## config.mk

```make
export PLATFORM = sky130hd
export DESIGN_NAME = kcu_round_cell
export DESIGN_NICKNAME = d
export VERILOG_FILES = /design/src/hdl/kcu_pkg.sv /design/src/hdl/kcu_round_cell.sv
export SDC_FILE = /design/constraint.sdc
export NUM_CORES = 1
export LEC_CHECK = 0
export BUFFER_PORTS_ARGS = -buffer_cell sky130_fd_sc_hd__buf_2
export CORE_MARGIN = 8
export CORE_UTILIZATION = 40
export CTS_CLUSTER_SIZE = 28
export DETAILED_ROUTE_END_ITERATION = 7
export PLACE_DENSITY = 0.67
export SLEW_MARGIN = 0
export SYNTH_ARGS = -nofsm -noshare
export SYNTH_HDL_FRONTEND = slang
export SYNTH_SLANG_ARGS = --single-unit
```

## constraint.sdc

```tcl
create_clock -name i_clk -period 9.2 [get_ports i_clk]
set_input_delay 2.3 -clock i_clk [delete_from_list [all_inputs] [get_ports i_clk]]
set_output_delay 2.3 -clock i_clk [all_outputs]
set_load 0.005 [all_outputs]
```

## src/hdl/kcu_pkg.sv

```systemverilog
// shared types, constants and round functions for the keeloq cipher unit
// used by kcu_learn_feed, kcu_round_cell and keeloq_cipher_unit; no dependencies
package kcu_pkg;

    localparam int unsigned WORD_W      = 32;
    localparam int unsigned KEY_W       = 64;
    localparam int unsigned RESULT_W    = 64;
    localparam int unsigned SERIAL_W    = 28;
    localparam int unsigned ROUND_COUNT = 528;
    localparam int unsigned CELL_ROUNDS = 8;
    localparam int unsigned CELL_COUNT  = ROUND_COUNT / CELL_ROUNDS;

    localparam logic [31:0] NLF_TABLE   = 32'h3A5C742E;
    localparam logic [31:0] SERIAL_MASK = 32'h0FFFFFFF;
    localparam logic [31:0] LEARN_TOP1  = 32'h20000000;
    localparam logic [31:0] LEARN_TOP2  = 32'h60000000;

    typedef enum logic [1:0] {
        OP_ENCRYPT = 2'd0,
        OP_DECRYPT = 2'd1,
        OP_LEARN   = 2'd2
    } t_opcode;

    // what an entry in the chain is and what the output stage does with it
    typedef enum logic [2:0] {
        KIND_ENC    = 3'd0,
        KIND_DEC    = 3'd1,
        KIND_LRN_LO = 3'd2,
        KIND_LRN_HI = 3'd3,
        KIND_NONE   = 3'd4
    } t_kind;

    typedef struct packed {
        logic  valid;
        t_kind kind;
    } t_cell_ctl;

    function automatic logic [5:0] enc_key_idx(int r);
        return r[5:0];
    endfunction

    // wraps modulo the key length
    function automatic logic [5:0] dec_key_idx(int r);
        int t;
        t = 15 - r;
        return t[5:0];
    endfunction

    function automatic logic [31:0] enc_round(logic [31:0] v, logic kbit);
        logic fb;
        fb = v[0] ^ v[16] ^ kbit ^ NLF_TABLE[{v[31], v[26], v[20], v[9], v[1]}];
        return {fb, v[31:1]};
    endfunction

    function automatic logic [31:0] dec_round(logic [31:0] v, logic kbit);
        logic fb;
        fb = v[31] ^ v[15] ^ kbit ^ NLF_TABLE[{v[30], v[25], v[19], v[8], v[0]}];
        return {v[30:0], fb};
    endfunction

endpackage

```

## src/hdl/kcu_round_cell.sv

```systemverilog
// one cell of the round chain: eight encrypt or decrypt rounds, then a register
// depends on kcu_pkg
module kcu_round_cell #(
    parameter int CELL_INDEX = 0
) (
    input  logic                         i_clk,
    input  logic                         i_rst_n,
    input  logic                         i_advance,
    input  logic [kcu_pkg::KEY_W-1:0]    i_key,
    input  kcu_pkg::t_cell_ctl           i_ctl,
    input  logic [kcu_pkg::WORD_W-1:0]   i_word,
    output kcu_pkg::t_cell_ctl           o_ctl,
    output logic [kcu_pkg::WORD_W-1:0]   o_word
);
    import kcu_pkg::*;

    t_cell_ctl         r_ctl;
    logic [WORD_W-1:0] r_word;
    logic [WORD_W-1:0] n_word;

    always_comb begin
        logic [WORD_W-1:0] v;
        logic              dec;
        v   = i_word;
        dec = (i_ctl.kind != KIND_ENC);
        for (int j = 0; j < CELL_ROUNDS; j++) begin
            if (dec) begin
                v = dec_round(v, i_key[dec_key_idx(CELL_INDEX * CELL_ROUNDS + j)]);
            end else begin
                v = enc_round(v, i_key[enc_key_idx(CELL_INDEX * CELL_ROUNDS + j)]);
            end
        end
        n_word = v;
    end

    always_ff @(posedge i_clk) begin
        if (!i_rst_n) begin
            r_ctl <= '{valid: 1'b0, kind: KIND_NONE};
        end else if (i_advance) begin
            r_ctl <= i_ctl;
        end
    end

    always_ff @(posedge i_clk) begin
        if (i_advance) begin
            r_word <= n_word;
        end
    end

    assign o_ctl  = r_ctl;
    assign o_word = r_word;

endmodule

```

==> summary.md <==
| Metric | Value |
|---|---|
| Status | `finished clean` |
| Mapped Cells | `648` |
| Largest family of logic cells by synthesized area | `simple AND/OR/NAND/NOR gates` |
| FF-to-FF Start | `o_ctl[3]` |
| Via count | `5418` |
| GRT Residual Overflow | `0` |
| Hold path start | `o_ctl[2]` |
| Hold depth | `2` |
| Final min period | `8.77 ns` |
| Number of synthesized register bits | `36` |
| Die height | `127 µm` |
| CP peak stage delay | `0.68 ns` |
| Final setup viols | `0` |
| Critical Path AT | `8.80 ns` |
| GRT Util Overall | `22.0%` |
| Initial antenna violation count | `0` |
| Buf/Inv on CP | `1` |
| CP required | `9.22 ns` |
| Io pins | `139` |
| Leak Pwr | `2.38 nW` |
| Cell row count | `40` |
| Hpwl dp | `14.1 mm` |
| Inserted Clock Buffers | `5` |
| Peak supply drop | `0.0802 mV` |
| Cell Chain, Critical Path | `buf_2, nor3b_1, nor3_1, o21a_4, xnor2_4, a221o_2, nor4b_2, nor2b_1, a31oi_1, a2111o_1, a21oi_1, o31ai_2, and3_1, nor2_1, nor4b_1, o31ai_1, and4_4, o21a_1, or3_4, a2111oi_2, nor4b_1, a2111oi_2, o311ai_1, xor2_1` |
| Area share of the largest cell type after synthesis | `19.4%` |
| Flop pwr share | `24.7%` |
| Clk Tree Root Cell | `clkbuf_16` |
| Critical-path maximum fanout | `13` |
| Area Overhead vs Synth | `15.2%` |
| Largest net degree at the start of global routing | `47` |
| Post-synthesis sequential area ratio | `21.0%` |
| Crit Path Category | `in -> reg` |
| Crit start category | `primary input` |
| Area of the multi-input gates | `3670 µm²` |
| Switching Share | `39.7%` |
| Clock Path Buffers | `2` |
| GPL Wtd Cong | `0.939` |
| Synth area leaders | `edfxtp_1 19%, nand2_1 9.2%, mux2i_1 5.0%, xnor2_1 4.9%, nor2_1 4.1%` |
| Post-synthesis mux area share | `6.31%` |
| Final Instance Area | `5710 µm²` |
| Reg2reg end | `o_ctl[3]` |
| DP Area | `5550 µm²` |
| Final hold vios | `0` |
| Wire length per cell | `20.6 µm` |
| Worst hold path class | `reg -> reg` |
| Layout cell share with drive strength beyond 1 | `22.8%` |
| Synth area leader | `edfxtp_1` |
| Commonest non-fill, non-tap cells in the layout | `121 x nand2_1, 90 x buf_2, 54 x nor2_1, 33 x a21oi_1, 32 x edfxtp_1` |
| Setup Buffers After CTS | `0` |
| Worst slew pin tran | `0.927 ns` |
| Remaining antenna violation count after routing | `0` |
| Slew Viols, Final | `0` |
| Post-synth EDFFs | `32` |
| CP max-delay cell | `nor4b_1` |
| Core Region | `12100 µm²` |
| H-tree levels | `2` |
| Fillers | `1170` |
| CP top delay family | `compound AO/OA/AOI/OAI gates` |
| Pint | `0.000510 W` |
| Max-slew headroom | `38.2%` |
| Register area | `1040 µm²` |
| First-pass GRT wire length | `28.4 mm` |
| Final wirelength | `18.2 mm` |
| Worst-path clk slew | `0.06 ns` |
| Async set-or-reset flop fraction in the synthesized netlist | `0%` |
| Synth Area in XOR/XNOR | `10.7%` |
| Compound-cell area share of the yosys netlist | `28.1%` |
| R2r worst-path depth | `2` |
| Max-cap viol count | `0` |
| Pwr/cell area | `148 nW/µm²` |
| Starting DRT DRC Count | `628` |
| Commonest non-fill, non-tap cell in the layout | `nand2_1` |
| Fin crit share | `95.4%` |
| DRT Pass-1 Iters | `6` |
| Clk pwr share | `23.6%` |
| Syn Area/Cell | `7.65 µm²` |
| Worst-Skew Late Latency | `0.29 ns` |
| CTS tree | `done` |
| Post-cts sizing count | `0` |
| IO Port Bufs | `90` |
| Post-DR vias/cell | `6.14` |
| N_diodes | `0` |
| # DRC | `0` |
| Yosys cell types | `104` |
| Final #Nets | `817` |
| Post-Syn Area | `4960 µm²` |
| Hold-fix buffers at CTS | `0` |
| Switching pwr | `0.000335 W` |
| Synth warn | `0` |
| Hold-critical path endpoint | `o_ctl[2]` |
| Vias in the first global route | `5235` |
| Post-Synth Adder-Cell Area | `0%` |
| Prevailing post-synth register cell | `edfxtp_1` |
| Worst setup skew after layout | `0 ns` |
| Simple-gate portion of the synthesized area | `28.7%` |
| Worst R2R Setup Slack | `8.59 ns` |
| Logic pwr share | `51.8%` |
| Width of the die | `127 µm` |
| Die area | `16200 µm²` |
| Setup TNS | `0 ns` |
| Initial Utilization | `41.1%` |
| Crit. End Element | `register` |
| CP startpoint | `i_word[1]` |
| RSZ-0062 raised after global routing | `false` |
| Synthesized Nets | `751` |
| Maximum clock frequency | `114 MHz` |
| Clk sinks | `36` |
-- logic make-up (layout without fill, tap and decap cells) --
kind of cell	after synthesis	after routing
AO/OA/AOI/OAI	185	185
XOR/XNOR	49	49
buffers and inverters	62	129
flip-flops	36	36
multiplexers	30	30
AND/OR/NAND/NOR	286	286
-- cell type report --
type	count	area share (%)
Clock inverter	2	0.614
Tap cell	168	3.68
Sequential cell	36	18.2
Timing Repair Buffer	106	9.99
Inverter	15	0.986
Clock buffer	6	2.26
Multi-Input combinational cell	550	64.2
-- worst register-to-register path: stages (launching register included) --
cell and delay, ns:
dfxtp_1 0.32, mux2i_1 0.13, nor2b_1 0.06
-- worst max-delay path by stage --
stage	to	slack, ns	depth (start not counted)
floorplan	o_word[0]	1.10	23
finish	o_word[0]	0.43	24
global route	o_word[0]	0.05	24
CTS	o_word[0]	0.50	24
global placement	o_word[0]	0.37	25
detailed placement	o_word[0]	0.22	25
-- power by group through the flow --
stage	registers, W	clock network [W]	logic [W]
final	0.000208	0.000199	0.000438
after global routing	0.000211	0.000210	0.000474
after CTS	0.000209	0.000202	0.000432
after detailed placement	0.000212	0	0.000430
after global placement	0.000211	0	0.000421
after floorplan	0.000216	0	0.000299
-- synth_stat cells, types with 3 or more instances --
master     count
nand2_1      121
nor2_1        54
a21oi_1       33
edfxtp_1      32
o21ai_0       30
xnor2_1       28
clkbuf_1      27
mux2i_1       25
nor3_1        17
nand3_1       15
xor2_1        14
inv_1         13
and3_1        12
a211oi_1      11
buf_2         10
nor2b_1        9
o21ai_1        9
a31oi_1        8
nor4_1         7
and2_1         6
buf_1          6
o2111ai_1      6
a2111oi_2      5
nor3b_1        5
o31ai_1        5
a21o_1         4
dfxtp_1        4
nand4_1        4
o211ai_1       4
o22ai_1        4
or2_2          4
or3_1          4
a21boi_0       3
a221oi_1       3
a311o_1        3
nand2b_1       3
o211a_1        3
o21a_1         3
o21ai_2        3
-- flip-flops by register name, summed over array words and instances, names as in the netlist --
| register | flops |
|---|---|
| o_word | 32 |
| o_ctl | 4 |
-- routing by layer --
metal / share of wire [%] / track usage, % / routed length, µm / vias to the layer above
met2: 45 / 35.2 / 8270 / 286
met1: 43 / 29.0 / 7800 / 2546
li1: - / - / - / 2543
met5: 0 / 0 / 0 / -
met3: 8.3 / 2.70 / 1510 / 43
met4: 3.3 / 9.80 / 609 / 0
-- through the flow --
step	setup slack, ns	instances	hold WS (ns)	total power (W)	util [%]
final	0.426	883	0.477	0.000845	47.3
after global placement	0.366	875	0.455	0.000632	46.0
after global routing	0.0495	883	0.513	0.000895	47.3
after CTS	0.498	883	0.477	0.000843	47.3
after floorplan	1.10	648	0.465	0.000515	-
after detailed placement	0.218	875	0.457	0.000642	46.0
Note: power is estimated with default switching activity, not from simulation.
