$ cat src/hdl/kcu_pkg.sv
// shared types, constants and round functions for the keeloq cipher unit
// used by kcu_learn_feed, kcu_round_cell and keeloq_cipher_unit; no dependencies
package kcu_pkg;

    localparam int unsigned WORD_W      = 32;
    localparam int unsigned KEY_W       = 64;
    localparam int unsigned RESULT_W    = 64;
    localparam int unsigned SERIAL_W    = 28;
    localparam int unsigned ROUND_COUNT = 528;
    localparam int unsigned CELL_ROUNDS = 8;
    localparam int unsigned CELL_COUNT  = ROUND_COUNT / CELL_ROUNDS;

    localparam logic [31:0] NLF_TABLE   = 32'h3A5C742E;
    localparam logic [31:0] SERIAL_MASK = 32'h0FFFFFFF;
    localparam logic [31:0] LEARN_TOP1  = 32'h20000000;
    localparam logic [31:0] LEARN_TOP2  = 32'h60000000;

    typedef enum logic [1:0] {
        OP_ENCRYPT = 2'd0,
        OP_DECRYPT = 2'd1,
        OP_LEARN   = 2'd2
    } t_opcode;

    // what an entry in the chain is and what the output stage does with it
    typedef enum logic [2:0] {
        KIND_ENC    = 3'd0,
        KIND_DEC    = 3'd1,
        KIND_LRN_LO = 3'd2,
        KIND_LRN_HI = 3'd3,
        KIND_NONE   = 3'd4
    } t_kind;

    typedef struct packed {
        logic  valid;
        t_kind kind;
    } t_cell_ctl;

    function automatic logic [5:0] enc_key_idx(int r);
        return r[5:0];
    endfunction

    // wraps modulo the key length
    function automatic logic [5:0] dec_key_idx(int r);
        int t;
        t = 15 - r;
        return t[5:0];
    endfunction

    function automatic logic [31:0] enc_round(logic [31:0] v, logic kbit);
        logic fb;
        fb = v[0] ^ v[16] ^ kbit ^ NLF_TABLE[{v[31], v[26], v[20], v[9], v[1]}];
        return {fb, v[31:1]};
    endfunction

    function automatic logic [31:0] dec_round(logic [31:0] v, logic kbit);
        logic fb;
        fb = v[31] ^ v[15] ^ kbit ^ NLF_TABLE[{v[30], v[25], v[19], v[8], v[0]}];
        return {v[30:0], fb};
    endfunction

endpackage

$ cat src/hdl/kcu_learn_feed.sv
// front end of the chain: decodes the opcode and splits learning into two passes
// depends on kcu_pkg
module kcu_learn_feed (
    input  logic                         i_clk,
    input  logic                         i_rst_n,
    input  logic                         i_advance,
    input  logic                         i_in_valid,
    output logic                         o_in_ready,
    input  logic [1:0]                   i_opcode,
    input  logic [kcu_pkg::WORD_W-1:0]   i_data_word,
    output kcu_pkg::t_cell_ctl           o_ctl,
    output logic [kcu_pkg::WORD_W-1:0]   o_word
);
    import kcu_pkg::*;

    logic                r_learn_pend;
    logic [SERIAL_W-1:0] r_serial;
    logic                w_is_learn;

    assign w_is_learn = (t_opcode'(i_opcode) == OP_LEARN);
    assign o_in_ready = i_advance && !r_learn_pend;

    always_comb begin
        if (r_learn_pend) begin
            o_ctl  = '{valid: 1'b1, kind: KIND_LRN_HI};
            o_word = LEARN_TOP2 | {{(WORD_W-SERIAL_W){1'b0}}, r_serial};
        end else begin
            o_ctl.valid = i_in_valid;
            unique case (t_opcode'(i_opcode))
                OP_ENCRYPT: begin
                    o_ctl.kind = KIND_ENC;
                    o_word     = i_data_word;
                end
                OP_DECRYPT: begin
                    o_ctl.kind = KIND_DEC;
                    o_word     = i_data_word;
                end
                OP_LEARN: begin
                    o_ctl.kind = KIND_LRN_LO;
                    o_word     = LEARN_TOP1 | (i_data_word & SERIAL_MASK);
                end
                default: begin
                    o_ctl.kind = KIND_NONE;
                    o_word     = i_data_word;
                end
            endcase
        end
    end

    always_ff @(posedge i_clk) begin
        if (!i_rst_n) begin
            r_learn_pend <= 1'b0;
        end else if (i_advance) begin
            if (r_learn_pend) begin
                r_learn_pend <= 1'b0;
            end else if (i_in_valid && w_is_learn) begin
                r_learn_pend <= 1'b1;
            end
        end
    end

    // second pass of learning reuses the serial of the accepted transaction
    always_ff @(posedge i_clk) begin
        if (o_in_ready && i_in_valid && w_is_learn) begin
            r_serial <= i_data_word[SERIAL_W-1:0];
        end
    end

endmodule

$ cat config.mk
export PLATFORM = sky130hd
export DESIGN_NAME = kcu_learn_feed
export DESIGN_NICKNAME = d
export VERILOG_FILES = /design/src/hdl/kcu_pkg.sv /design/src/hdl/kcu_learn_feed.sv
export SDC_FILE = /design/constraint.sdc
export NUM_CORES = 1
export LEC_CHECK = 0
export ABC_AREA = 1
export ABC_CLOCK_PERIOD_IN_PS = 2200
export BUFFER_PORTS_ARGS = -buffer_cell sky130_fd_sc_hd__buf_4
export CAP_MARGIN = 30
export CORE_MARGIN = 3
export CORE_UTILIZATION = 43
export CTS_CLUSTER_SIZE = 14
export DETAILED_ROUTE_END_ITERATION = 10
export PLACE_DENSITY = 0.79
export SLEW_MARGIN = 20
export SYNTH_ARGS = -nofsm -noshare
export SYNTH_HDL_FRONTEND = slang
export SYNTH_SLANG_ARGS = --single-unit
export TNS_END_PERCENT = 100
$ cat constraint.sdc
create_clock -name i_clk -period 2.2 [get_ports i_clk]
set_input_delay 0.44 -clock i_clk [delete_from_list [all_inputs] [get_ports i_clk]]
set_output_delay 0.44 -clock i_clk [all_outputs]
set_load 0.05 [all_outputs]
==> out/qor.yml, run 1 <==
worst_hold_path:
  min-delay-path-class: "in2reg"
  whs_path_depth: 1
place:
  dp_worst_setup_slack_ns: 0.5050
  gpl.final_weighted_congestion: 0.6614
  dp_hpwl_um: 2269
  io_buffers: 74
finish:
  post_route_cells_drive_above_1_share_pct: 38.29
  flow.area_growth_from_synthesis_pct: 48.52
  n_fill_cell: 234
  final_nets: 259
  antennaDiodeCount: 0
worst_setup_path:
  setup.worst_path.end_class: "primary output"
  worstPathRequired_ns: 1.76
  timing.critical_path.fanout_max: 33
  critical_path.startpoint_type: "flop"
  crit_path_arrival_time_ns: 1.60
  worst-r2r-cell-count: 4
  timing.setup.critical_path_class: "reg2out"
global_routing:
  grt_start_max_net_pins: 34
  overflow: 0
  first_pass_grt_wire_length_um: 4602
  grt_pass1_vias: 1090
  grt_use_total_pct: 16.84
  grt_antenna_before_repair: 0
floorplan:
  boundaryPins: 75
  fp.dieH_um: 61.20
  start_util_pct: 46.31
  core.rowCount: 19
  placeableCoreArea_mm2: 0.002829
  dieArea_mm2: 0.003745
  chipWidth_um: 61.20
cts:
  tritoncts: "yes"
  clk_pin_slew_worst_setup_hold_paths_ns: 0.09
  number_of_buffers_created_by_cts: 5
  clock_insertion_delay_worst_skew_ns: 0.32
  cts.sink_count: 29
  ctsLongestPathBuffers: 2
  cts-hold-fix-buffers: 0
  postCtsSetupBuffers: 0
  cts_root_buf: "sky130_fd_sc_hd__clkbuf_4"
  ctsHtreeMaxLevel: 2
  cts.repair.resized: 0
synthesis:
  post_synth_instance_area_mm2: 0.001310
  ys_ff_latch: 29
  mappedNetlistNets: 181
  synthesis.area_per_instance_um2: 9.161
  netlist_instances: 143
  synth_cell_types: 13
  part_of_the_yosys_area_used_for_sequential_elements_pct: 65.71
  yosys_warnings: 0
timing:
  finalCriticalPeriod_ns: 2.040
  rsz0062_at_grt: "no"
  timing.final.crit_share_pct: 92.72
  total_of_endpoints_with_negative_setup_slack_in_the_final_report: 0
  hold_viol_final: 0
  final_max_slew_viol_count: 0
  clock.fmax_mhz: 490.2
  clock_skew_ns: 0.003804
  slew_headroom_pct: 65.78
  setup_total_negative_slack_ns: 0
  max_slew.worst_pin.slew_ns: 0.5125
  postLayoutSetupSlackWorst_ns: 0.1601
route:
  dr_total_vias: 1194
  antenna_violating_nets_post_route: 0
  route.final.wire_length_um: 3031
  vias_per_cell: 4.719
  detail_route.first_pass.iterations: 4
  wl_per_cell_um: 11.98
  dr.first_iter.drc_count: 58
  route.detailed.drc: 0
status:
  outcome: "complete, no violations"
pwr:
  power_leakage_nw: 0.9735
  power_density_mw_per_mm2: 654.2
  power.ir.vdd_worst_mv: 0.4905
flow_run:
  cap_violations: 0
## cell type report
| class | instances | area (um^2) | area share [%] |
|---|---|---|---|
| clock buffer | 8 | 48.80 | 2.508 |
| inverter | 8 | 30.03 | 1.543 |
| multi-input combinational | 100 | 389.1 | 20.00 |
| sequential | 29 | 860.8 | 44.24 |
| tap | 31 | 38.79 | 1.994 |
| timing repair buffer | 77 | 578.1 | 29.71 |
## report_power, final
group / switching, W / internal (W) / total, W
clock: 0.000169 / 0.000127 / 0.000296
sequential: 0.00000231 / 0.000616 / 0.000618
combinational: 0.000239 / 0.000119 / 0.000359
total: 0.000410 / 0.000863 / 0.00127
## stage by stage
stage / instances / total power (W) / util (%) / hold slack (ns) / cell area (um^2)
global placement: 245 / 0.0009861 / 67.05 / 0.6279 / 1897
global route: 253 / 0.001331 / 68.77 / 0.2778 / 1946
detailed placement: 245 / 0.0009916 / 67.05 / 0.6296 / 1897
CTS: 253 / 0.001285 / 68.77 / 0.2869 / 1946
finish: 253 / 0.001273 / 68.77 / 0.3040 / 1946
floorplan: 143 / 0.0008494 / - / 0.5389 / 1310
## sequential cells by signal, indices dropped and copies added (netlist names)
name,flops
r_learn_pend,1
r_serial,28
## routing by layer
metal / part of all wire, % / wire [um] / GRT usage, %
met2: 51 / 1556 / 28.40
met5: 0 / 0 / 0
met4: 0.73 / 22 / 4.954
met3: 8.3 / 251 / 6.918
met1: 40 / 1201 / 19.70
## layout by cell type (no fill, tap or decap), drive strengths merged
cell,instances
nor3,1
inv,8
nand3,1
nor2,7
clkbuf,8
o21ai,1
edfxtp,28
buf,77
or2,2
dfxtp,1
nand2,88
## cells in the mapped netlist
| cell type | number | area, um^2 |
|---|---|---|
| sky130_fd_sc_hd__nor2_1 | 6 | 22.52 |
| sky130_fd_sc_hd__o21ai_0 | 1 | 5.000 |
| sky130_fd_sc_hd__nand2_2 | 1 | 6.260 |
| sky130_fd_sc_hd__inv_2 | 1 | 3.750 |
| sky130_fd_sc_hd__or2_1 | 2 | 12.51 |
| sky130_fd_sc_hd__nor3_1 | 1 | 5.000 |
| sky130_fd_sc_hd__nand2_1 | 87 | 326.6 |
| sky130_fd_sc_hd__buf_2 | 6 | 30.03 |
| sky130_fd_sc_hd__nor2_2 | 1 | 6.260 |
| sky130_fd_sc_hd__dfxtp_1 | 1 | 20.02 |
| sky130_fd_sc_hd__nand3_1 | 1 | 5.000 |
| sky130_fd_sc_hd__edfxtp_1 | 28 | 840.8 |
| sky130_fd_sc_hd__inv_1 | 7 | 26.28 |
## path summary, 6_finish.rpt
kind,start,end,slack (ns)
worst max-delay path,r_learn_pend,o_word[29],0.16
worst min-delay path,i_data_word[0],r_serial[0],0.30
worst max register to register,r_learn_pend,r_serial[7],0.62
worst min register to register,r_learn_pend,r_learn_pend,0.87
## worst max-delay path, stage by stage, from the launching register on
cell and delay, ns:
sky130_fd_sc_hd__dfxtp_1 0.32, sky130_fd_sc_hd__inv_2 0.39, sky130_fd_sc_hd__nand2_2 0.14, sky130_fd_sc_hd__or2_1 0.24, sky130_fd_sc_hd__buf_4 0.19
## logic make-up (layout without fill, tap and decap cells)
kind of cell	after synthesis	count (layout)	share of synthesized area (%)
simple gates	99	99	29.32
flops	29	29	65.71
buf+inv	14	93	4.585
compound gates	1	1	0.3817
No activity file was read; power rests on OpenSTA's default activity.
==> run 2: changes to the inputs <==
--- a/config.mk
+++ b/config.mk
@@ -6,14 +6,14 @@
 export NUM_CORES = 1
 export LEC_CHECK = 0
 export ABC_AREA = 1
-export ABC_CLOCK_PERIOD_IN_PS = 2200
+export ABC_CLOCK_PERIOD_IN_PS = 1700
 export BUFFER_PORTS_ARGS = -buffer_cell sky130_fd_sc_hd__buf_4
 export CAP_MARGIN = 30
 export CORE_MARGIN = 3
-export CORE_UTILIZATION = 43
+export CORE_UTILIZATION = 39
 export CTS_CLUSTER_SIZE = 14
 export DETAILED_ROUTE_END_ITERATION = 10
-export PLACE_DENSITY = 0.79
+export PLACE_DENSITY = 0.75
 export SLEW_MARGIN = 20
 export SYNTH_ARGS = -nofsm -noshare
 export SYNTH_HDL_FRONTEND = slang
==> constraint.sdc (replaced) <==
create_clock -name i_clk -period 1.7 [get_ports i_clk]
set_input_delay 0.34 -clock i_clk [delete_from_list [all_inputs] [get_ports i_clk]]
set_output_delay 0.34 -clock i_clk [all_outputs]
set_load 0.05 [all_outputs]
==> run 2 against run 1 <==
Compared with the run above: cell count grew 6.3%; die area increased by 9.2%; power rose by 30%; non-clock buffer count up 3; worst setup slack worse by 0.080 ns; worst hold slack worse by 0.11 ns; first-iteration DRC count down 28%; critical path depth decreased by 1; global-route usage is 1.0 points lower; sequential share of layout area shrank 1.4 points; wire length is 0.36% higher.
==> out/qor.yml, run 2 (synthesized netlist as in run 1, its figures left out) <==
status:
  outcome: "complete, no violations"  # unchanged
worst_hold_path:
  min-delay-path-class: "in2reg"  # unchanged
  timing.hold.worst_endpoint: "r_serial[0]"  # unchanged
  whs_path_depth: 1  # unchanged
  hold_path_startpoint: "i_data_word[0]"  # unchanged
global_routing:
  grt_antenna_before_repair: 0  # unchanged
  grt_use_total_pct: 15.85  # was 16.84%
  overflow: 0  # unchanged
  grt_start_max_net_pins: 19  # was 34
  grt_pass1_vias: 1138  # was 1,090
  first_pass_grt_wire_length_um: 5023  # was 4602 um
  grt_util_met1_pct: 19.29  # was 19.70%
  grt.met2_usage_pct: 25.68  # was 28.40%
  grt.busiest_layer: "met2"  # unchanged
  global_route.usage.met3_pct: 5.448  # was 6.918%
cts:
  ctsHtreeMaxLevel: 2  # unchanged
  clock_insertion_delay_worst_skew_ns: 0.32  # about the same
  clk_pin_slew_worst_setup_hold_paths_ns: 0.09  # about the same
  cts_root_buf: "sky130_fd_sc_hd__clkbuf_4"  # unchanged
  ctsLongestPathBuffers: 2  # unchanged
  cts.sink_count: 29  # unchanged
  tritoncts: "yes"  # unchanged
  number_of_buffers_created_by_cts: 5  # unchanged
pwr:
  power.ir.vdd_worst_mv: 0.5767  # was 0.4905 mV
  cell_internal_pwr_w: 0.001112  # was 0.0008626 W
  power_leakage_nw: 1.002  # was 0.9735 nW
  combPwrFrac_pct: 28.2  # about the same
  switching_share_pct: 32.99  # was 32.23%
  share_seq_of_total_power_pct: 48.3  # was 48.6%
  power_density_mw_per_mm2: 823.8  # was 654.2 mW/mm^2
  total_power_w: 0.001659  # was 0.001273 W
  total_switching_power_w: 0.0005474  # was 0.0004102 W
  p_clk_share_pct: 23.6  # was 23.2%
timing:
  rsz0062_at_grt: "no"  # unchanged
  postLayoutSetupSlackWorst_ns: 0.07998  # was 0.1601 ns
  timing.final.crit_share_pct: 95.30
  final_max_slew_viol_count: 0  # unchanged
  finalCriticalPeriod_ns: 1.620
  clock.fmax_mhz: 617.3
  max_slew.worst_pin.slew_ns: 0.1955  # was 0.5125 ns
  total_of_endpoints_with_negative_setup_slack_in_the_final_report: 0  # unchanged
  setup_total_negative_slack_ns: 0  # unchanged
  fin_worst_hold_slack_ns: 0.1984  # was 0.3040 ns
  slew_headroom_pct: 86.96  # was 65.78%
  hold_viol_final: 0  # unchanged
  clock_skew_ns: 0.007514  # was 0.003804 ns
route:
  dr.first_iter.drc_count: 42  # was 58
  route.detailed.drc: 0  # unchanged
  vias_per_cell: 4.275  # was 4.719
  dr_total_vias: 1150  # was 1,194
  antenna_violating_nets_post_route: 0  # unchanged
  detail_route.first_pass.iterations: 4  # unchanged
  route.final.wire_length_um: 3042  # was 3031 um
  wl_per_cell_um: 11.31  # was 11.98 um
floorplan:
  core.rowCount: 20  # was 19
  placeableCoreArea_mm2: 0.003128  # was 0.002829 mm^2
  chipWidth_um: 63.96  # was 61.20 um
  dieArea_mm2: 0.004090  # was 0.003745 mm^2
  boundaryPins: 75  # unchanged
  start_util_pct: 41.88  # was 46.31%
  fp.dieH_um: 63.96  # was 61.20 um
worst_setup_path:
  critical_path.reg2reg.endpoint: "r_serial[26]"  # was r_serial[7]
  crit_path_arrival_time_ns: 1.28  # was 1.60 ns
  reg2reg_setup_slack_ns: 0.55  # was 0.62 ns
  startpoint_of_the_worst_slack_reg_to_reg_timing_path: "r_learn_pend"  # unchanged
  worstPathRequired_ns: 1.36  # was 1.76 ns
  setup.worst_path.end_class: "primary output"  # unchanged
  timing.critical_path.fanout_max: 18  # was 33
  critical_path.startpoint_type: "flop"  # unchanged
  worst-r2r-cell-count: 4  # unchanged
  timing.setup.critical_path_class: "reg2out"  # unchanged
finish:
  layout.cells.most_common_list: "87 x sky130_fd_sc_hd__nand2_1, 79 x sky130_fd_sc_hd__buf_4, 28 x sky130_fd_sc_hd__edfxtp_1"  # was 87 x sky130_fd_sc_hd__nand2_1, 77 x sky130_fd_sc_hd__buf_4, 28 x sky130_fd_sc_hd__edfxtp_1
  final_nets: 262  # was 259
  leading_cell_type_in_the_layout_fill_and_taps_excluded: "sky130_fd_sc_hd__nand2_1"  # unchanged
  registers.top_by_ff_count: "r_serial"  # unchanged
  layoutNonFillerInstCount: 269  # was 253
  antennaDiodeCount: 0  # unchanged
  post_route_cells_drive_above_1_share_pct: 41.33  # was 38.29%
  max_ffs_per_register: 28  # unchanged
  top_regs: "r_serial: 28 flops, r_learn_pend: 1 flops"  # unchanged
  flow.area_growth_from_synthesis_pct: 53.77  # was 48.52%
place:
  dp_hpwl_um: 2311  # was 2269 um
  io_buffers: 74  # unchanged
  dp_worst_setup_slack_ns: 0.2481  # was 0.5050 ns
  post-place-cells: 260  # was 245
  gpl.final_weighted_congestion: 0.7259  # was 0.6614
flow_run:
  cap_violations: 0  # unchanged
-- run 2: changes by cell type in the layout (fill, tap and decap cells not counted) --
| cell | change |
|---|---|
| sky130_fd_sc_hd__o21ai_0 | -1 |
| sky130_fd_sc_hd__clkinvlp_4 | +1 |
| sky130_fd_sc_hd__dfxtp_1 | -1 |
| sky130_fd_sc_hd__clkinv_2 | +2 |
| sky130_fd_sc_hd__inv_2 | -1 |
| sky130_fd_sc_hd__nor3_2 | +1 |
| sky130_fd_sc_hd__o21ai_1 | +1 |
| sky130_fd_sc_hd__buf_4 | +2 |
| sky130_fd_sc_hd__dfxtp_2 | +1 |
| sky130_fd_sc_hd__clkbuf_1 | -3 |
| sky130_fd_sc_hd__clkinv_4 | +1 |
| sky130_fd_sc_hd__nor3_1 | -1 |
| sky130_fd_sc_hd__buf_12 | +1 |
-- run 2: how the worst max path moves through the flow --
stage / from / end / slack (ns)
2_1_floorplan: i_opcode[1] / o_word[28] / -0.06
3_3_place_gp: i_opcode[1] / o_word[29] / 0.26
3_5_place_dp: i_opcode[1] / o_word[29] / 0.25
4_1_cts: r_learn_pend / o_word[8] / 0.02
5_1_grt: r_learn_pend / o_word[12] / 0.002
6_report: r_learn_pend / o_ctl[3] / 0.08
-- run 2: cell type report --
| type | instances | area (um^2) |
|---|---|---|
| clock buffer | 5 | 37.54 |
| clock inverter | 3 | 17.52 |
| fill | 277 | 1114 |
| inverter | 8 | 35.03 |
| multi-input combinational | 100 | 394.1 |
| sequential | 29 | 862.1 |
| tap | 44 | 55.05 |
| timing repair buffer | 80 | 613.1 |
-- run 2: worst max-delay path: stages, from the launching register on --
cell	delay [ns]
sky130_fd_sc_hd__dfxtp_2	0.35
sky130_fd_sc_hd__buf_4	0.20
sky130_fd_sc_hd__or2_1	0.23
sky130_fd_sc_hd__buf_4	0.19
-- run 2: repair_timing --
item | 4_1_cts | 5_1_grt
pin swaps | 0 | 0
setup endpoints to repair | 19 | 29
gates resized for setup | 1 | 2
buffers inserted | 0 | 1
hold buffers | 0 | 0
-- run 2: metal layers --
metal / part of all wire [%] / vias up
met1: 41 / 488
met3: 8.0 / 4
met2: 50 / 47
li1: - / 611
met5: 0 / -
met4: 1.2 / 0
-- run 2: through the flow --
step | util [%] | cell area (um^2)
after detailed placement | 62.20 | 1946
final | 64.40 | 2014
after global routing | 64.40 | 2014
after global placement | 62.20 | 1946
after floorplan | - | 1315
after CTS | 64.04 | 2003
-- run 2: power by group through the flow --
| stage | registers (W) | clock network (W) | logic, W |
|---|---|---|---|
| 2_1_floorplan | 0.000817 | 0 | 0.000283 |
| 3_3_place_gp | 0.000817 | 0 | 0.000466 |
| 3_5_place_dp | 0.000817 | 0 | 0.000470 |
| 4_1_cts | 0.000801 | 0.000405 | 0.000471 |
| 5_1_grt | 0.000802 | 0.000438 | 0.000497 |
| 6_report | 0.000801 | 0.000391 | 0.000467 |
==> run 3: changes to the inputs <==
--- a/config.mk
+++ b/config.mk
@@ -7,13 +7,13 @@
 export LEC_CHECK = 0
 export ABC_AREA = 1
 export ABC_CLOCK_PERIOD_IN_PS = 1700
-export BUFFER_PORTS_ARGS = -buffer_cell sky130_fd_sc_hd__buf_4
 export CAP_MARGIN = 30
 export CORE_MARGIN = 3
-export CORE_UTILIZATION = 39
+export CORE_UTILIZATION = 55
 export CTS_CLUSTER_SIZE = 14
 export DETAILED_ROUTE_END_ITERATION = 10
-export PLACE_DENSITY = 0.75
+export DONT_BUFFER_PORTS = 1
+export PLACE_DENSITY = 0.73
 export SLEW_MARGIN = 20
 export SYNTH_ARGS = -nofsm -noshare
 export SYNTH_HDL_FRONTEND = slang
==> run 3 against run 2 <==
Compared with the run above: the flow now finishes with violations (setup timing); cell area grew 6.0%; non-clock buffer count shrank 37; sequential share of layout area is 2.3 points lower; sequential cell count stayed put; critical endpoint is now o_word[1]; highest routed layer unchanged.
==> out/qor.yml, run 3 (synthesized netlist as in run 1, its figures left out) <==
status:
  outcome: "complete, but fails checks"  # was complete, no violations
  violated_checks: "setup timing"
cts:
  clk_pin_slew_worst_setup_hold_paths_ns: 0.10  # was 0.09 ns
  ctsHtreeMaxLevel: 2  # unchanged
  number_of_buffers_created_by_cts: 5  # unchanged
  cts-hold-fix-buffers: 0  # unchanged
  cts.sink_count: 29  # unchanged
  clock_insertion_delay_worst_skew_ns: 0.33  # was 0.32 ns
  tritoncts: "yes"  # unchanged
  cts_root_buf: "sky130_fd_sc_hd__clkbuf_4"  # unchanged
  ctsLongestPathBuffers: 2  # unchanged
worst_setup_path:
  crit_path_arrival_time_ns: 1.38  # was 1.28 ns
  critical_path.top_delay_family: "flip-flops"  # was buffers and inverters
  critical_path_depth: 5  # was 3
  critical_path.cell_chain: "inv_6 > buf_4 > nand2_1 > nand2_2 > buf_12"  # was buf_4 > or2_1 > buf_4
  setup.worst_path.end_class: "primary output"  # unchanged
  timing.setup.critical_path_class: "reg2out"  # unchanged
  worstPathBufferInverterCount: 3  # was 2
  critical_path.max_stage_delay_ns: 0.43  # was 0.35 ns
  crit_path_top_delay_cell: "sky130_fd_sc_hd__dfxtp_4"  # was sky130_fd_sc_hd__dfxtp_2
  critical_path.startpoint_type: "flop"  # unchanged
  timing.critical_path.fanout_max: 7  # was 18
  worst-r2r-cell-count: 4  # unchanged
  worstPathRequired_ns: 1.36  # about the same
timing:
  rsz0062_at_grt: "yes"  # was no
  postLayoutSetupSlackWorst_ns: -0.02038  # was 0.07998 ns
  hold_viol_final: 0  # unchanged
  final_max_slew_viol_count: 0  # unchanged
  slew_headroom_pct: 72.22  # was 86.96%
  fin_worst_hold_slack_ns: 0.09216  # was 0.1984 ns
  max_slew.worst_pin.slew_ns: 0.4162  # was 0.1955 ns
  clock.fmax_mhz: 581.3  # was 617.3 MHz
  clock_skew_ns: 0.01710  # was 0.007514 ns
  finalCriticalPeriod_ns: 1.720  # was 1.620 ns
  timing.final.crit_share_pct: 101.2  # was 95.30%
  total_of_endpoints_with_negative_setup_slack_in_the_final_report: 1  # was 0
route:
  dr.first_iter.drc_count: 76  # was 42
  antenna_violating_nets_post_route: 0  # unchanged
  route.detailed.drc: 0  # unchanged
  detail_route.first_pass.iterations: 4  # unchanged
  vias_per_cell: 6.111  # was 4.275
  route.final.wire_length_um: 5425  # was 3042 um
  wl_per_cell_um: 25.00  # was 11.31 um
  dr_total_vias: 1326  # was 1,150
finish:
  antennaDiodeCount: 0  # unchanged
  registers.top_by_ff_count: "r_serial"  # unchanged
  max_ffs_per_register: 28  # unchanged
  layout.cells.most_common_list: "81 x sky130_fd_sc_hd__nand2_1, 33 x sky130_fd_sc_hd__buf_12, 28 x sky130_fd_sc_hd__edfxtp_1"  # was 87 x sky130_fd_sc_hd__nand2_1, 79 x sky130_fd_sc_hd__buf_4, 28 x sky130_fd_sc_hd__edfxtp_1
  footprint_of_the_multi_input_gates_um2: 409.1  # was 394.1 um^2
  leading_cell_type_in_the_layout_fill_and_taps_excluded: "sky130_fd_sc_hd__nand2_1"  # unchanged
  top_regs: "r_serial: 28 flops, r_learn_pend: 1 flops"  # unchanged
  layoutNonFillerInstCount: 217  # was 269
  post_route_cells_drive_above_1_share_pct: 31.75  # was 41.33%
  final_nets: 226  # was 262
  flow.area_growth_from_synthesis_pct: 63.04  # was 53.77%
  regArea_um2: 864.6  # was 862.1 um^2
  n_fill_cell: 48  # was 277
pwr:
  power_density_mw_per_mm2: 838.3  # was 823.8 mW/mm^2
  power_leakage_nw: 0.9613  # was 1.002 nW
  power.ir.vdd_worst_mv: 0.8008  # was 0.5767 mV
global_routing:
  grt_antenna_before_repair: 0  # unchanged
  grt_use_total_pct: 38.84  # was 15.85%
  first_pass_grt_wire_length_um: 7458  # was 5023 um
  overflow: 0  # unchanged
  grt_start_max_net_pins: 31  # was 19
  grt_pass1_vias: 1348  # was 1,138
place:
  post-place-cells: 204  # was 260
  gpl.final_weighted_congestion: 0.6551  # was 0.7259
  io_buffers: 0  # was 74
  dp_hpwl_um: 3089  # was 2311 um
floorplan:
  placeableCoreArea_mm2: 0.002233  # was 0.003128 mm^2
  start_util_pct: 58.66  # was 41.88%
  core.rowCount: 17  # was 20
  dieArea_mm2: 0.003004  # was 0.004090 mm^2
  boundaryPins: 75  # unchanged
  fp.dieH_um: 54.81  # was 63.96 um
  chipWidth_um: 54.81  # was 63.96 um
flow_run:
  cap_violations: 0  # unchanged
worst_hold_path:
  min-delay-path-class: "in2reg"  # unchanged
  whs_path_depth: 0  # was 1
-- run 3: changes by cell type in the layout (fill, tap and decap cells not counted), moves of 2 or more --
cell,previous run,this run
sky130_fd_sc_hd__buf_4,79,10
sky130_fd_sc_hd__buf_12,1,33
sky130_fd_sc_hd__nand2_1,87,81
sky130_fd_sc_hd__nand2_2,1,7
sky130_fd_sc_hd__clkbuf_1,0,3
sky130_fd_sc_hd__clkinv_2,2,0
-- run 3: repair_timing --
| action | in CTS | in global routing |
|---|---|---|
| resized for setup | 6 | 7 |
| setup buffers | 4 | 0 |
| cloned | 1 | 0 |
| pin swaps | 0 | 0 |
| setup endpoints to repair | 35 | 11 |
-- run 3: power breakdown --
part	internal, W	switching (W)
Clock	0.000165	0.000249
Sequential	0.000797	0.00000693
Combinational	0.000229	0.000344
-- run 3: layout make-up --
type	count	area share, %
Timing Repair Buffer	43	34.45
Tap cell	28	1.640
Inverter	8	1.640
Sequential cell	29	40.48
Multi-Input combinational cell	100	19.16
Clock buffer	8	2.285
Timing Repair inverter	1	0.3515
-- run 3: worst reg2reg max path, stage by stage (launching register included) --
cell and delay (ns):
sky130_fd_sc_hd__dfxtp_4 0.40, sky130_fd_sc_hd__inv_6 0.11, sky130_fd_sc_hd__nand2_1 0.10, sky130_fd_sc_hd__nor2_2 0.18, sky130_fd_sc_hd__buf_12 0.22
-- run 3: path summary, 6_finish.rpt --
| path | start | slack (ns) | endpoint |
|---|---|---|---|
| min | i_data_word[7] | 0.09 | r_serial[7] |
| max | r_learn_pend | -0.02 | o_word[1] |
| min reg2reg | r_learn_pend | 0.99 | r_learn_pend |
| max reg2reg | r_learn_pend | 0.38 | r_serial[1] |
-- run 3: routing by layer --
metal	vias to the layer above	share of wire [%]	global-route usage [%]
met3	24	12	13.90
met4	0	4.6	26.97
li1	538	-	-
met2	128	52	63.98
met5	-	0	0
met1	636	32	40.81
-- run 3: metrics by stage --
step / instance area, um^2 / worst slack (ns) / setup TNS [ns] / power, W / utilization [%]
finish: 2136 / -0.02038 / -0.02038 / 0.001790 / 95.63
global route: 2136 / -0.03246 / -0.07446 / 0.001827 / 95.63
CTS: 2118 / 0.003203 / 0 / 0.001761 / 94.85
detailed placement: 2013 / 0.2455 / 0 / 0.001369 / 90.14
global placement: 2013 / 0.2839 / 0 / 0.001352 / 90.14
floorplan: 1315 / -0.05625 / -0.1125 / 0.001100 / -
